[config.mk]
export PLATFORM = sky130hd
export DESIGN_NAME = life_automaton_torus_step
export DESIGN_NICKNAME = d
export VERILOG_FILES = /design/src/design/life_pkg.sv /design/src/design/life_ram.sv /design/src/design/life_ctrl.sv /design/src/design/life_dpath.sv /design/src/design/life_automaton_torus_step.sv
export SDC_FILE = /design/constraint.sdc
export NUM_CORES = 2
export LEC_CHECK = 0
export ABC_AREA = 1
export BUFFER_PORTS_ARGS = -buffer_cell sky130_fd_sc_hd__buf_2
export CORE_ASPECT_RATIO = 0.8
export CORE_UTILIZATION = 45
export DETAILED_ROUTE_END_ITERATION = 6
export GPL_TIMING_DRIVEN = 0
export MAX_ROUTING_LAYER = met4
export SYNTH_ARGS = -nofsm -noshare
export SYNTH_HDL_FRONTEND = slang
export SYNTH_SLANG_ARGS = --single-unit
[constraint.sdc]
create_clock -name clk -period 7.2 [get_ports clk]
set_input_delay 1.44 -clock clk [delete_from_list [all_inputs] [get_ports clk]]
set_output_delay 1.44 -clock clk [all_outputs]
set_load 0.05 [all_outputs]
[src/design/life_pkg.sv]
// life_pkg: shared widths, codes, word types and controller/datapath links
// for the toroidal life grid block
// no dependencies
`default_nettype none

package life_pkg;

  // field widths fixed by the word formats
  localparam int FUNC_W     = 2;
  localparam int IDX_W      = 5;
  localparam int ROWN_W     = 5;
  localparam int CELLS_W    = 32;
  localparam int CFG_W      = 6;
  localparam int CFG_IDX_W  = 1;
  localparam int NBR_W      = 4;

  // default grid limits
  localparam int MAX_ROWS_DEF = 32;
  localparam int MAX_COLS_DEF = 32;

  // size registers after reset
  localparam logic [CFG_W-1:0] SIZE_RESET = 6'd30;

  // b3/s23 rule
  localparam logic [NBR_W-1:0] BIRTH_COUNT   = 4'd3;
  localparam logic [NBR_W-1:0] SURVIVE_COUNT = 4'd2;

  // item functions
  localparam logic [FUNC_W-1:0] FUNC_SET  = 2'd0;
  localparam logic [FUNC_W-1:0] FUNC_CLR  = 2'd1;
  localparam logic [FUNC_W-1:0] FUNC_STEP = 2'd2;
  localparam logic [FUNC_W-1:0] FUNC_DUMP = 2'd3;

  // configuration register indexes
  localparam logic [CFG_IDX_W-1:0] REG_ROW_COUNT = 1'd0;
  localparam logic [CFG_IDX_W-1:0] REG_COL_COUNT = 1'd1;

  // grid read address selection
  localparam int RD_SEL_W = 3;
  localparam logic [RD_SEL_W-1:0] RD_LAST  = 3'd0;
  localparam logic [RD_SEL_W-1:0] RD_ZERO  = 3'd1;
  localparam logic [RD_SEL_W-1:0] RD_NEXT  = 3'd2;
  localparam logic [RD_SEL_W-1:0] RD_NEXT2 = 3'd3;
  localparam logic [RD_SEL_W-1:0] RD_CELL  = 3'd4;

  typedef struct packed {
    logic [FUNC_W-1:0] func;
    logic [IDX_W-1:0]  row_index;
    logic [IDX_W-1:0]  col_index;
  } item_word_t;

  typedef struct packed {
    logic [ROWN_W-1:0]  row_number;
    logic [CELLS_W-1:0] row_cells;
    logic               last_row;
  } result_word_t;

  typedef struct packed {
    logic                latch_item;
    logic                rd_en;
    logic [RD_SEL_W-1:0] rd_sel;
    logic                clr_row;
    logic                load_prev;
    logic                load_cur;
    logic                gen_row;
    logic                dump_row;
    logic                cell_write;
  } dp_cmd_t;

  typedef struct packed {
    logic [FUNC_W-1:0] func;
    logic              in_range;
    logic              has_next;
    logic              has_next2;
    logic              last;
    logic              out_free;
  } dp_status_t;

endpackage

`default_nettype wire

[src/design/life_ram.sv]
// life_ram: generic single write port, single read port ram with registered read
// no dependencies
`default_nettype none

module life_ram #(
  parameter int WIDTH = 32,
  parameter int DEPTH = 32
) (
  input  wire logic                     clk,
  input  wire logic                     wr_en,
  input  wire logic [$clog2(DEPTH)-1:0] wr_addr,
  input  wire logic [WIDTH-1:0]         wr_data,
  input  wire logic                     rd_en,
  input  wire logic [$clog2(DEPTH)-1:0] rd_addr,
  output logic      [WIDTH-1:0]         rd_data
);

  logic [WIDTH-1:0] mem [DEPTH];

  always_ff @(posedge clk) begin
    if (wr_en) begin
      mem[wr_addr] <= wr_data;
    end
    if (rd_en) begin
      rd_data <= mem[rd_addr];
    end
  end

endmodule

`default_nettype wire

[src/design/life_ctrl.sv]
// life_ctrl: sequencer for cell writes, generation steps and grid dumps
// depends on life_pkg
`default_nettype none

module life_ctrl (
  input  wire logic                 clk,
  input  wire logic                 rst,
  input  wire logic                 item_valid,
  output logic                      item_stall,
  output life_pkg::dp_cmd_t         cmd,
  input  wire life_pkg::dp_status_t status
);

  localparam logic [2:0] ST_IDLE    = 3'd0;
  localparam logic [2:0] ST_DECODE  = 3'd1;
  localparam logic [2:0] ST_CELL_WR = 3'd2;
  localparam logic [2:0] ST_GEN_P1  = 3'd3;
  localparam logic [2:0] ST_GEN_P2  = 3'd4;
  localparam logic [2:0] ST_GEN     = 3'd5;
  localparam logic [2:0] ST_DUMP    = 3'd6;

  logic [2:0] state;
  logic [2:0] state_next;

  assign item_stall = (state != ST_IDLE);

  always_ff @(posedge clk) begin
    if (rst) begin
      state <= ST_IDLE;
    end else begin
      state <= state_next;
    end
  end

  always_comb begin
    cmd        = '0;
    cmd.rd_sel = life_pkg::RD_ZERO;
    state_next = state;
    case (state)
      ST_IDLE: begin
        if (item_valid) begin
          cmd.latch_item = 1'b1;
          state_next     = ST_DECODE;
        end
      end
      ST_DECODE: begin
        cmd.clr_row = 1'b1;
        case (status.func)
          life_pkg::FUNC_SET, life_pkg::FUNC_CLR: begin
            if (status.in_range) begin
              cmd.rd_en  = 1'b1;
              cmd.rd_sel = life_pkg::RD_CELL;
              state_next = ST_CELL_WR;
            end else begin
              state_next = ST_IDLE;
            end
          end
          life_pkg::FUNC_STEP: begin
            cmd.rd_en  = 1'b1;
            cmd.rd_sel = life_pkg::RD_LAST;
            state_next = ST_GEN_P1;
          end
          default: begin
            cmd.rd_en  = 1'b1;
            cmd.rd_sel = life_pkg::RD_ZERO;
            state_next = ST_DUMP;
          end
        endcase
      end
      ST_CELL_WR: begin
        cmd.cell_write = 1'b1;
        state_next     = ST_IDLE;
      end
      ST_GEN_P1: begin
        cmd.load_prev = 1'b1;
        cmd.rd_en     = 1'b1;
        cmd.rd_sel    = life_pkg::RD_ZERO;
        state_next    = ST_GEN_P2;
      end
      ST_GEN_P2: begin
        cmd.load_cur = 1'b1;
        cmd.rd_en    = status.has_next;
        cmd.rd_sel   = life_pkg::RD_NEXT;
        state_next   = ST_GEN;
      end
      ST_GEN: begin
        if (status.out_free) begin
          cmd.gen_row = 1'b1;
          cmd.rd_en   = status.has_next2;
          cmd.rd_sel  = life_pkg::RD_NEXT2;
          if (status.last) begin
            state_next = ST_IDLE;
          end
        end
      end
      ST_DUMP: begin
        if (status.out_free) begin
          cmd.dump_row = 1'b1;
          cmd.rd_en    = status.has_next;
          cmd.rd_sel   = life_pkg::RD_NEXT;
          if (status.last) begin
            state_next = ST_IDLE;
          end
        end
      end
      default: begin
        state_next = ST_IDLE;
      end
    endcase
  end

endmodule

`default_nettype wire

[src/design/life_dpath.sv]
// life_dpath: size registers, grid ram with row valid bits, three-row window,
// row-wide rule evaluation and result register
// depends on life_pkg and life_ram
`default_nettype none

module life_dpath #(
  parameter int MAX_ROWS = life_pkg::MAX_ROWS_DEF,
  parameter int MAX_COLS = life_pkg::MAX_COLS_DEF
) (
  input  wire logic                                  clk,
  input  wire logic                                  rst,
  input  wire logic                                  cfg_wr_en,
  input  wire logic [life_pkg::CFG_IDX_W-1:0]        cfg_index,
  input  wire logic [life_pkg::CFG_W-1:0]            cfg_data,
  input  wire life_pkg::item_word_t                  item,
  output logic                                       result_valid,
  input  wire logic                                  result_stall,
  output life_pkg::result_word_t                     result,
  input  wire life_pkg::dp_cmd_t                     cmd,
  output life_pkg::dp_status_t                       status
);

  localparam int RW      = $clog2(MAX_ROWS);
  localparam int CW      = $clog2(MAX_COLS);
  localparam int CFG_W   = life_pkg::CFG_W;
  localparam int CFG_XW  = CFG_W + 1;
  localparam int NBR_W   = life_pkg::NBR_W;
  localparam int ROWN_W  = life_pkg::ROWN_W;
  localparam int CELLS_W = life_pkg::CELLS_W;

  logic [CFG_W-1:0]     row_count;
  logic [CFG_W-1:0]     col_count;
  life_pkg::item_word_t item_q;

  logic [CFG_XW-1:0]    rows_wide;
  logic [CFG_XW-1:0]    cols_wide;
  logic [RW:0]          rows_sz;
  logic [CW:0]          cols_sz;
  logic [RW:0]          rows_m1;
  logic [CW:0]          cols_m1;
  logic [CW-1:0]        col_last;

  logic [RW-1:0]        row_idx;
  logic [RW-1:0]        rd_addr;
  logic [RW-1:0]        cell_row;
  logic [RW-1:0]        wr_addr;
  logic                 wr_en;
  logic [MAX_COLS-1:0]  wr_data;
  logic [MAX_COLS-1:0]  ram_q;
  logic [MAX_ROWS-1:0]  row_valid;
  logic                 rd_valid;
  logic [MAX_COLS-1:0]  rd_row;

  logic [MAX_COLS-1:0]  prev_row;
  logic [MAX_COLS-1:0]  cur_row;
  logic [MAX_COLS-1:0]  first_row;
  logic [MAX_COLS-1:0]  nxt_row;
  logic [MAX_COLS-1:0]  life_row;
  logic [MAX_COLS-1:0]  col_mask;
  logic [MAX_COLS-1:0]  merged_row;
  logic [MAX_COLS-1:0]  cell_bit;
  logic [MAX_COLS-1:0]  cell_new;
  logic [MAX_COLS-1:0]  emit_row;

  logic [MAX_COLS-1:0]  pw, pe, cw, ce, nw, ne;

  function automatic logic [MAX_COLS-1:0] from_west(input logic [MAX_COLS-1:0] v,
                                                    input logic [CW-1:0] lastc);
    return {v[MAX_COLS-2:0], v[lastc]};
  endfunction

  function automatic logic [MAX_COLS-1:0] from_east(input logic [MAX_COLS-1:0] v,
                                                    input logic [CW-1:0] lastc);
    logic [MAX_COLS-1:0] e;
    e        = {v[0], v[MAX_COLS-1:1]};
    e[lastc] = v[0];
    return e;
  endfunction

  // configuration
  always_ff @(posedge clk) begin
    if (rst) begin
      row_count <= life_pkg::SIZE_RESET;
      col_count <= life_pkg::SIZE_RESET;
    end else if (cfg_wr_en) begin
      case (cfg_index)
        life_pkg::REG_ROW_COUNT: row_count <= cfg_data;
        life_pkg::REG_COL_COUNT: col_count <= cfg_data;
        default: ;
      endcase
    end
  end

  // size clamping: zero acts as one, oversize acts as the maximum
  always_comb begin
    if (row_count == '0) begin
      rows_wide = CFG_XW'(1);
    end else if ({1'b0, row_count} > CFG_XW'(MAX_ROWS)) begin
      rows_wide = CFG_XW'(MAX_ROWS);
    end else begin
      rows_wide = {1'b0, row_count};
    end
    if (col_count == '0) begin
      cols_wide = CFG_XW'(1);
    end else if ({1'b0, col_count} > CFG_XW'(MAX_COLS)) begin
      cols_wide = CFG_XW'(MAX_COLS);
    end else begin
      cols_wide = {1'b0, col_count};
    end
  end

  assign rows_sz  = rows_wide[RW:0];
  assign cols_sz  = cols_wide[CW:0];
  assign rows_m1  = rows_sz - (RW+1)'(1);
  assign cols_m1  = cols_sz - (CW+1)'(1);
  assign col_last = cols_m1[CW-1:0];

  always_ff @(posedge clk) begin
    if (cmd.latch_item) begin
      item_q <= item;
    end
  end

  always_ff @(posedge clk) begin
    if (rst) begin
      row_idx <= '0;
    end else if (cmd.clr_row) begin
      row_idx <= '0;
    end else if (cmd.gen_row || cmd.dump_row) begin
      row_idx <= row_idx + RW'(1);
    end
  end

  assign cell_row = RW'(item_q.row_index);

  always_comb begin
    case (cmd.rd_sel)
      life_pkg::RD_LAST:  rd_addr = rows_m1[RW-1:0];
      life_pkg::RD_ZERO:  rd_addr = '0;
      life_pkg::RD_NEXT:  rd_addr = row_idx + RW'(1);
      life_pkg::RD_NEXT2: rd_addr = row_idx + RW'(2);
      life_pkg::RD_CELL:  rd_addr = cell_row;
      default:            rd_addr = '0;
    endcase
  end

  // grid store; rows never written since reset read as dead
  life_ram #(
    .WIDTH (MAX_COLS),
    .DEPTH (MAX_ROWS)
  ) u_grid (
    .clk     (clk),
    .wr_en   (wr_en),
    .wr_addr (wr_addr),
    .wr_data (wr_data),
    .rd_en   (cmd.rd_en),
    .rd_addr (rd_addr),
    .rd_data (ram_q)
  );

  always_ff @(posedge clk) begin
    if (rst) begin
      row_valid <= '0;
      rd_valid  <= 1'b0;
    end else begin
      if (wr_en) begin
        row_valid[wr_addr] <= 1'b1;
      end
      if (cmd.rd_en) begin
        rd_valid <= row_valid[rd_addr];
      end
    end
  end

  assign rd_row = rd_valid ? ram_q : '0;

  // cell write
  assign cell_bit = {{(MAX_COLS-1){1'b0}}, 1'b1} << CW'(item_q.col_index);
  assign cell_new = (item_q.func == life_pkg::FUNC_SET) ? (rd_row | cell_bit)
                                                        : (rd_row & ~cell_bit);

  // three-row window
  assign nxt_row = status.last ? first_row : rd_row;

  always_ff @(posedge clk) begin
    if (cmd.load_prev) begin
      prev_row <= rd_row;
    end else if (cmd.gen_row) begin
      prev_row <= cur_row;
    end
    if (cmd.load_cur) begin
      cur_row   <= rd_row;
      first_row <= rd_row;
    end else if (cmd.gen_row) begin
      cur_row <= nxt_row;
    end
  end

  // rule evaluation across the whole row
  assign pw = from_west(prev_row, col_last);
  assign pe = from_east(prev_row, col_last);
  assign cw = from_west(cur_row,  col_last);
  assign ce = from_east(cur_row,  col_last);
  assign nw = from_west(nxt_row,  col_last);
  assign ne = from_east(nxt_row,  col_last);

  always_comb begin
    logic [NBR_W-1:0] nbr;
    nbr      = '0;
    life_row = '0;
    col_mask = '0;
    for (int c = 0; c < MAX_COLS; c++) begin
      nbr = NBR_W'(pw[c]) + NBR_W'(prev_row[c]) + NBR_W'(pe[c])
          + NBR_W'(cw[c]) + NBR_W'(ce[c])
          + NBR_W'(nw[c]) + NBR_W'(nxt_row[c]) + NBR_W'(ne[c]);
      life_row[c] = (nbr == life_pkg::BIRTH_COUNT) ||
                    (cur_row[c] && (nbr == life_pkg::SURVIVE_COUNT));
      col_mask[c] = (c < int'(cols_sz));
    end
  end

  assign merged_row = (cur_row & ~col_mask) | (life_row & col_mask);

  assign wr_en   = cmd.gen_row | cmd.cell_write;
  assign wr_addr = cmd.cell_write ? cell_row : row_idx;
  assign wr_data = cmd.cell_write ? cell_new : merged_row;

  // result register
  assign emit_row = (cmd.gen_row ? life_row : rd_row) & col_mask;

  always_ff @(posedge clk) begin
    if (rst) begin
      result_valid <= 1'b0;
    end else if (cmd.gen_row || cmd.dump_row) begin
      result_valid <= 1'b1;
    end else if (!result_stall) begin
      result_valid <= 1'b0;
    end
  end

  always_ff @(posedge clk) begin
    if (cmd.gen_row || cmd.dump_row) begin
      result.row_number <= ROWN_W'(row_idx);
      result.row_cells  <= CELLS_W'(emit_row);
      result.last_row   <= status.last;
    end
  end

  // status
  assign status.func      = item_q.func;
  assign status.in_range  = (CFG_XW'(item_q.row_index) < rows_wide) &&
                            (CFG_XW'(item_q.col_index) < cols_wide);
  assign status.has_next  = (({1'b0, row_idx} + (RW+1)'(1)) < rows_sz);
  assign status.has_next2 = (({1'b0, row_idx} + (RW+1)'(2)) < rows_sz);
  assign status.last      = (({1'b0, row_idx} + (RW+1)'(1)) == rows_sz);
  assign status.out_free  = !result_valid || !result_stall;

endmodule

`default_nettype wire

[src/design/life_automaton_torus_step.sv]
// life_automaton_torus_step: top level of the toroidal b3/s23 life grid
// depends on life_pkg, life_ctrl, life_dpath, life_ram
//
// The block holds a grid of up to MAX_ROWS by MAX_COLS cells, all dead after
// reset, on a torus whose size in use comes from the row_count and col_count
// registers (0 acts as 1, values above the maximum act as the maximum). Each
// input word either sets one cell alive, sets one cell dead, advances one
// generation or dumps the grid; the last two send one result word per row in
// use, from row 0 up, with last_row marking the final one. Cell writes outside
// the size in use are dropped and give no result. Items are taken one at a
// time: a cell write passes through decode and a read-modify-write of its row
// (a write outside the torus ends at decode), a dump or generation sweeps the
// rows in use, and a row waits while the previous row word is held by a
// stalled result side. The generation sweep walks the single read port of the
// grid ram one row per cycle, while the result side does not stall, through a
// three-row window. The grid is cleared at reset by per-row valid bits, so
// there is no clearing pass. Size registers must only be written while no
// item is in progress.
`default_nettype none

module life_automaton_torus_step #(
  parameter int MAX_ROWS = life_pkg::MAX_ROWS_DEF,
  parameter int MAX_COLS = life_pkg::MAX_COLS_DEF
) (
  input  wire logic                           clk,
  input  wire logic                           rst,

  // configuration write port
  input  wire logic                           cfg_wr_en,
  input  wire logic [life_pkg::CFG_IDX_W-1:0] cfg_index,
  input  wire logic [life_pkg::CFG_W-1:0]     cfg_data,

  // item words
  input  wire logic                           item_valid,
  output logic                                item_stall,
  input  wire life_pkg::item_word_t           item,

  // result words, one per grid row
  output logic                                result_valid,
  input  wire logic                           result_stall,
  output life_pkg::result_word_t              result
);

  // commands from the sequencer, status back from the datapath
  life_pkg::dp_cmd_t    cmd;
  life_pkg::dp_status_t status;

  // sequencer: item acceptance, decode, and the row sweeps
  life_ctrl u_ctrl (
    .clk        (clk),
    .rst        (rst),
    .item_valid (item_valid),
    .item_stall (item_stall),
    .cmd        (cmd),
    .status     (status)
  );

  // datapath: size registers, grid ram, row window, rule and result register
  life_dpath #(
    .MAX_ROWS (MAX_ROWS),
    .MAX_COLS (MAX_COLS)
  ) u_dpath (
    .clk          (clk),
    .rst          (rst),
    .cfg_wr_en    (cfg_wr_en),
    .cfg_index    (cfg_index),
    .cfg_data     (cfg_data),
    .item         (item),
    .result_valid (result_valid),
    .result_stall (result_stall),
    .result       (result),
    .cmd          (cmd),
    .status       (status)
  );

endmodule

`default_nettype wire
## Yosys cells after proc, flatten, opt, wreduce, memory -nomap -nowiden

Memories as Yosys holds them, arrays and structs flattened. A register that Yosys moved wholly into a read port is not among the register bits.
Cells that the tools add are included.

- Input port bits: 24
- Bits in registers: 200
- Output and inout port bits: 40
- Logic and storage cells: 521
- Memories: 1
- Latch bits: 0
- ROM bits: 0
- Memory bits (writable): 1024

Memories:

| name | depth | bits a word | rd ports | clocked after memory_dff | wr ports | RTL line | text |
|---|---|---|---|---|---|---|---|
| u_dpath.u_grid.mem | 32 | 32 | 1 | 1 | 1 | life_ram.sv:18 | `logic [WIDTH-1:0] mem [DEPTH];` |

- Eq/ne operators: 80
- Multiply operators: 0
- Bitwise logic cells: 11
- Order comparisons: 43
- Div/mod/pow operators: 0
- Add/subtract/negate cells: 230
- Shift operators: 1
- Multiplexer cells: 54
- Reductions and logical operators: 85

Operator list:

| operator | number |
|---|---|
| adder 4 x 1 -> 4 bit | 192 |
| two-way mux 32 bit | 9 |
| == test 4 x 2 -> 1 bit, second input constant | 64 |
| AND 32 bit | 4 |
| bitwise mux 32 bit | 3 |
| less-than comparator 5 x 6 -> 1 bit, first input constant | 16 |
| bitwise OR 32 bit | 3 |
| adder 1 x 1 -> 2 bit | 32 |
| inverter 32 bit | 2 |
| less-than comparator 4 x 6 -> 1 bit, first input constant | 8 |
| logical AND 1 bit | 35 |
| logical OR 1 bit | 34 |
| << shifter 1 x 5 -> 32 bit, first input constant | 1 |
| less-than comparator 3 x 6 -> 1 bit, first input constant | 4 |
| two-way mux 6 bit | 4 |
| binary-select mux 1 bit (select 5 bit) | 4 |
| one-hot mux 4 bit (5 select lines) | 1 |
| one-hot mux 5 bit (4 select lines) | 1 |
| two-way mux 1 bit | 19 |
| less-than comparator 5 x 6 -> 1 bit, second input constant | 3 |
| one-hot mux 3 bit (5 select lines) | 1 |
| == test 3 x 2 -> 1 bit, second input constant | 4 |
| == test 3 bit, second input constant | 4 |
| greater-than comparator 6 bit, second input constant | 2 |
| other kinds (34) | 54 |

## Logic depth before layout (Yosys ltp)

- Depth after elaboration: 21
- Depth in mapped cells: 34
- Mapped depth without buffers: 32

## Cells and area by module

Synthesis repeated with hierarchy kept, for this count alone.

- Cell total of the unflattened synthesis: 5940
- Area total of the unflattened synthesis: 61108.6 sq um

Modules (own cells, without submodules):

| module | cells an instance | instances | seq. area each (sq um) | area an instance (sq um) |
|---|---|---|---|---|
| life_ram | 3536 | 1 | 31710.4 | 42726.0 |
| life_dpath | 2344 | 1 | 5405.2 | 18066.1 |
| life_ctrl | 60 | 1 | 60.1 | 316.6 |

## Least setup slack after synthesis

OpenSTA, ideal clock, no wires.

- Path kind: register -> register
- Start: register u_dpath.row_idx[2]
- End: memory u_dpath.u_grid.mem[0][8] (data pin)
- Required time: 6746 ps
- Period minus slack after synthesis: 6915 ps
- Slack: 285 ps
- Arrival: 6461 ps
- Buffers on the path: 2
- Cell stages (with the launch flop): 23
- Setup time: 454 ps
- Cells stage by stage: dfxtp_1 ha_1 xor2_1 o21ai_0 inv_1 ha_1 nand4_1 nor3_1 inv_1 clkbuf_1 o21ai_1 inv_1 clkbuf_1 o21ai_0 fa_1 fa_1 inv_1 fa_1 inv_1 fa_1 a2111oi_0 nor2_1 o21ai_0

RTL lines:

| item | RTL line | text |
|---|---|---|
| start, declared | life_dpath.sv:43 | `logic [RW-1:0] row_idx;` |
| start signal, assigned | life_dpath.sv:130 | `row_idx <= row_idx + RW'(1);` |
| end, declared | life_ram.sv:18 |  |

## Final worst setup path

- Start: register u_dpath.col_count[5]
- End: memory u_dpath.u_grid.mem[26][12] (data pin)

- Longest elaborated chain between the ends: 21
- Elaborated cells on any way between the ends: 29
- Classes of those cells: add/sub: 7; order compare: 4; eq/ne: 2; mux: 8; bitwise: 4; reduce/logical: 4

RTL lines:

| item | RTL line | text |
|---|---|---|
| start, declared | life_dpath.sv:32 | `logic [CFG_W-1:0] col_count;` |
| start signal, assigned | life_dpath.sv:84 | `col_count <= life_pkg::SIZE_RESET;` |
| start signal, assigned | life_dpath.sv:88 | `life_pkg::REG_COL_COUNT: col_count <= cfg_data;` |
| greater-than comparator 6 bit | life_dpath.sv:105 | `end else if ({1'b0, col_count} > CFG_XW'(MAX_COLS)) begin` |
| two-way mux 6 bit | life_dpath.sv:105 |  |
| two-way mux 6 bit * | life_dpath.sv:103 | `if (col_count == '0) begin` |
| subtractor 5 x 1 -> 5 bit | life_dpath.sv:115 | `assign cols_m1 = cols_sz - (CW+1)'(1);` |
| less-than comparator 5 x 6 -> 1 bit (not written as such) or greater-or-equal comparator 5 x 1 -> 1 bit (tied branches) | life_dpath.sv:76 | `e[lastc] = v[0];` |
| logical AND 1 bit (not written as such) | life_dpath.sv:76 |  |
| two-way mux 1 bit (not written as such) | life_dpath.sv:76 |  |
| demux 1 bit (select 5 bit) | -- |  |
| [4 not listed] | -- |  |
| adder 4 x 1 -> 4 bit (3 in series) | life_dpath.sv:215 | `+ NBR_W'(nw[c]) + NBR_W'(nxt_row[c]) + NBR_W'(ne[c]);` |
| == test 4 x 2 -> 1 bit | life_dpath.sv:217 | `(cur_row[c] && (nbr == life_pkg::SURVIVE_COUNT));` |
| logical AND 1 bit | life_dpath.sv:217 |  |
| logical OR 1 bit | life_dpath.sv:216 | `life_row[c] = (nbr == life_pkg::BIRTH_COUNT) \|\|` |
| AND 32 bit | life_dpath.sv:222 | `assign merged_row = (cur_row & ~col_mask) \| (life_row & col_mask);` |
| bitwise OR 32 bit * | life_dpath.sv:222 |  |
| two-way mux 32 bit * | life_dpath.sv:226 | `assign wr_data = cmd.cell_write ? cell_new : merged_row;` |
| via u_dpath.u_grid.wr_data[12] | life_ram.sv:12 | `input wire logic [WIDTH-1:0] wr_data,` |

Mark *: on every way through the listed nets, which the timed path passes. The rest lies on a longest branch.

==> qor.csv <==
stage;metric;value;unit
power_and_ir_drop;p_int;0.0204;W
critical_path;critPathMaxFanout;16;
placed_design;dp.cells;7719;
run;drv_cap;2;
timing;holdWs;473;ps
clocking;root_buffer;clkbuf_16;
power_and_ir_drop;p_leak;27.2;nW
global_routing;grt_pass1_vias;43200;
floorplanning;die_y;333;um
logic_synthesis;synth_seq_cells;1256;
timing;tightest_slew;1760;ps
final_layout;layout.cells.non_filler;7997;
critical_path;cp_common_cell;nand2_1;
global_routing;grt-ovfl-total;0;
clocking;tritoncts;done;
floorplanning;fp-row-count;120;
final_layout;syn_to_final_growth;15.2;%
global_routing;antenna_found_initial;12;
global_routing;grt_pass1_wl;305000;um
route;routed_wl;215000;um
outcome;outcome;finished, violations left;
critical_path;rrSetupSlack;90;ps
power_and_ir_drop;pwr-share-clk;17.7;%
logic_synthesis;synth.yosys.seq_area_share;60.4;%
critical_path;crit_type;flip-flop to flip-flop;
final_layout;final_cell_mix;edfxtp_1, nand2_1, inv_1;
final_layout;fill_cells;11900;
power_and_ir_drop;switching_share;45.7;%
clocking;clock_path_buffers;3;
critical_path;critPathRequiredTime;7820;ps
critical_path;reg2reg_from;u_dpath.col_count[5];
floorplanning;die_area;138000;um2
timing;drv_slew;7;
floorplanning;core_area;135000;um2
critical_path;r2r-end;u_dpath.u_grid.mem[26][12];
hold_path;hold_end;u_dpath.row_valid[8];
route;drt-initial-drc-count;7349;
route;ant_nets;0;
power_and_ir_drop;seqPwrFrac;30.5;%
power_and_ir_drop;switchingPower;0.0172;W
floorplanning;dieWidth;415;um
floorplanning;io_pins;64;
logic_synthesis;synth_top_cell_area_share;58.6;%
placed_design;place_ws;-1870;ps
floorplanning;start_util;45.7;%
timing;min_period_over_period;98.7;%
outcome;violations;max-capacitance violations, max-slew violations;
clocking;h-tree-depth;4;
power_and_ir_drop;total_power;0.0375;W
clocking;clock_latency;790;ps
critical_path;slowest_delay;520;ps
final_layout;finalNetCount;6401;
critical_path;cp_slowest_cell;fa_1;
final_layout;layout-drive-gt1-share;9.88;%
hold_path;worstHoldStart;u_dpath.row_valid[8];
power_and_ir_drop;p_per_area;529;nW/um2
placed_design;io_buffers;62;
hold_path;min_path_type;flip-flop to flip-flop;
placed_design;hpwl;154000;um
critical_path;rr_worst_depth;28;
timing;hold_viol;0;
timing;finalClockSkew;31.5;ps
global_routing;grt_max_degree;34;
placed_design;gp_congestion;1.03;
timing;slew_headroom;-18.9;%
logic_synthesis;synth_warnings;0;
clocking;numClockSinks;1256;
logic_synthesis;synth_cell_types;52;
logic_synthesis;synth_nets;6102;
route;vias_per_cell;5.86;
critical_path;critPathCaptureType;flip-flop;
power_and_ir_drop;combPwrFrac;51.7;%
timing;setup_ws;93.6;ps
route;drc;0;
logic_synthesis;avgSynthCellArea;10.6;um2
route;drt_pre_antenna_iters;7;
logic_synthesis;post-synth-top-area-cell;edfxtp_1;
logic_synthesis;syn-cell-area;61600;um2
critical_path;cp-start-kind;flip-flop;
clocking;clkTransAtPathRegs;60;ps
logic_synthesis;synth_edf_count;1202;
logic_synthesis;synth_ff_type;edfxtp_1;
timing;period_needed;7110;ps
global_routing;grt_use_total;31.6;%
hold_path;worstHoldPathCells;2;
timing;clock.fmax;141;MHz
timing;finalSetupViolations;0;
critical_path;crit_arrival;7730;ps
logic_synthesis;ys_top_cells_by_area;edfxtp_1, nand2_1, o211ai_1;
route;vias;46900;
final_layout;fin_util;52.6;%
logic_synthesis;asyncSetResetFlopFracSynth;0;%
route;wl_per_cell;26.9;um
final_layout;final_common_cell;edfxtp_1;
clocking;cts_made_buffers;132;
power_and_ir_drop;vdd.ir_drop.worst;0.682;mV
logic_synthesis;postSynthCellCount;5826;
-- power groups by stage --
stage,registers (W),logic (W),clock network (W)
2_1_floorplan,0.0117,0.00856,0
3_3_place_gp,0.0121,0.0155,0
3_5_place_dp,0.0117,0.0175,0
4_1_cts,0.0115,0.0184,0.00671
5_1_grt,0.0115,0.0204,0.00697
6_report,0.0115,0.0194,0.00666
-- how the worst max path moves through the flow --
stage,startpoint,to,slack [ps],cells after the start
6_report,u_dpath.col_count[5],u_dpath.u_grid.mem[26][12],90,28
2_1_floorplan,u_dpath.row_idx[2],u_dpath.u_grid.mem[0][8],290,22
5_1_grt,u_dpath.col_count[5],u_dpath.u_grid.mem[17][4],-10,31
3_5_place_dp,u_dpath.col_count[1],u_dpath.u_grid.mem[3][0],-1870,29
4_1_cts,u_dpath.col_count[5],u_dpath.u_grid.mem[21][9],2,25
3_3_place_gp,u_dpath.row_idx[0],u_dpath.u_grid.mem[27][15],-6070,21
-- registers in the layout, indices dropped and copies added (netlist names), 5 cells and up --
| name | flops |
|---|---|
| u_dpath.row_idx | 5 |
| u_dpath.prev_row | 32 |
| u_dpath.u_grid.rd_data | 32 |
| u_dpath.col_count | 6 |
| u_dpath.cell_row | 5 |
| u_dpath.row_valid | 32 |
| u_dpath.u_grid.mem | 1024 |
| u_dpath.cur_row | 32 |
| u_dpath.result | 38 |
| u_dpath.row_count | 6 |
| u_dpath.first_row | 32 |
| u_dpath.item_q | 5 |
-- cells by family (layout without fill, tap and decap cells) --
group | after synthesis | after routing | share of synthesized area, %
and+or+nand+nor | 1661 | 1667 | 11.0
xor gates and xnor gates | 7 | 7 | 0.0996
buffers and inverters | 1300 | 1690 | 8.38
DFF | 1256 | 1256 | 60.4
AOI/OAI and AO/OA | 1350 | 1350 | 13.5
other | 0 | 6 | 0
adders and majority gates | 252 | 252 | 6.68
-- Yosys cell counts, drive strengths merged, types with 5 or more instances --
master,instances
a21oi,154
o211ai,530
o21ai,602
ha,124
nand3,201
and3b,12
a31oi,5
clkinv,5
nor2,246
nor3,19
edfxtp,1202
buf,128
fa,128
o221ai,13
nand4,28
inv,990
clkbuf,177
a2111oi,12
xor2,6
dfxtp,54
nand2,1150
a211oi,8
-- metrics by stage --
stage / TNS (ps) / cell area [um2]
after floorplan: 0 / 61600
after global placement: -2946830 / 64100
after detailed placement: -1111390 / 66000
after CTS: 0 / 70600
after global routing: -146 / 70900
final: 0 / 70900
-- routing by layer --
layer	GRT usage [%]	wire (um)	vias to the layer above	share of wire, %
met1	44.7	89500	22800	42
met4	11.0	8080	0	3.8
li1	-	-	20600	-
met3	8.89	29300	442	14
met2	43.2	88600	2948	41
met5	-	0	-	0
-- critical path: cells and delay by family (launching register included) --
| kind | cells | cell delay, ps |
|---|---|---|
| AOI/OAI and AO/OA | 4 | 1290 |
| adders and majority gates | 5 | 2100 |
| DFF | 1 | 330 |
| buffers and inverters | 11 | 1870 |
| and+or+nand+nor | 8 | 1310 |
-- final cells by class --
type                            instances  area, um2  share of cell area [%]
Sequential cell                      1256      37200                    52.4
Antenna cell                            6       15.0                  0.0212
Tap cell                             1769       2210                    3.12
Multi-Input combinational cell       3276      20100                    28.3
Clock inverter                         68        568                   0.801
Clock buffer                          163       3530                    4.98
Buffer                                302       1450                    2.04
Timing Repair Buffer                  162       2150                    3.04
Inverter                              995       3740                    5.28
-- timing repair --
item,in CTS,in global routing
pin swaps,14,7
cloned,4,2
resized for setup,83,55
hold buffers,0,0
setup buffers,25,12
setup endpoints to repair,1053,1001
Note: power is estimated with default switching activity, not from simulation.
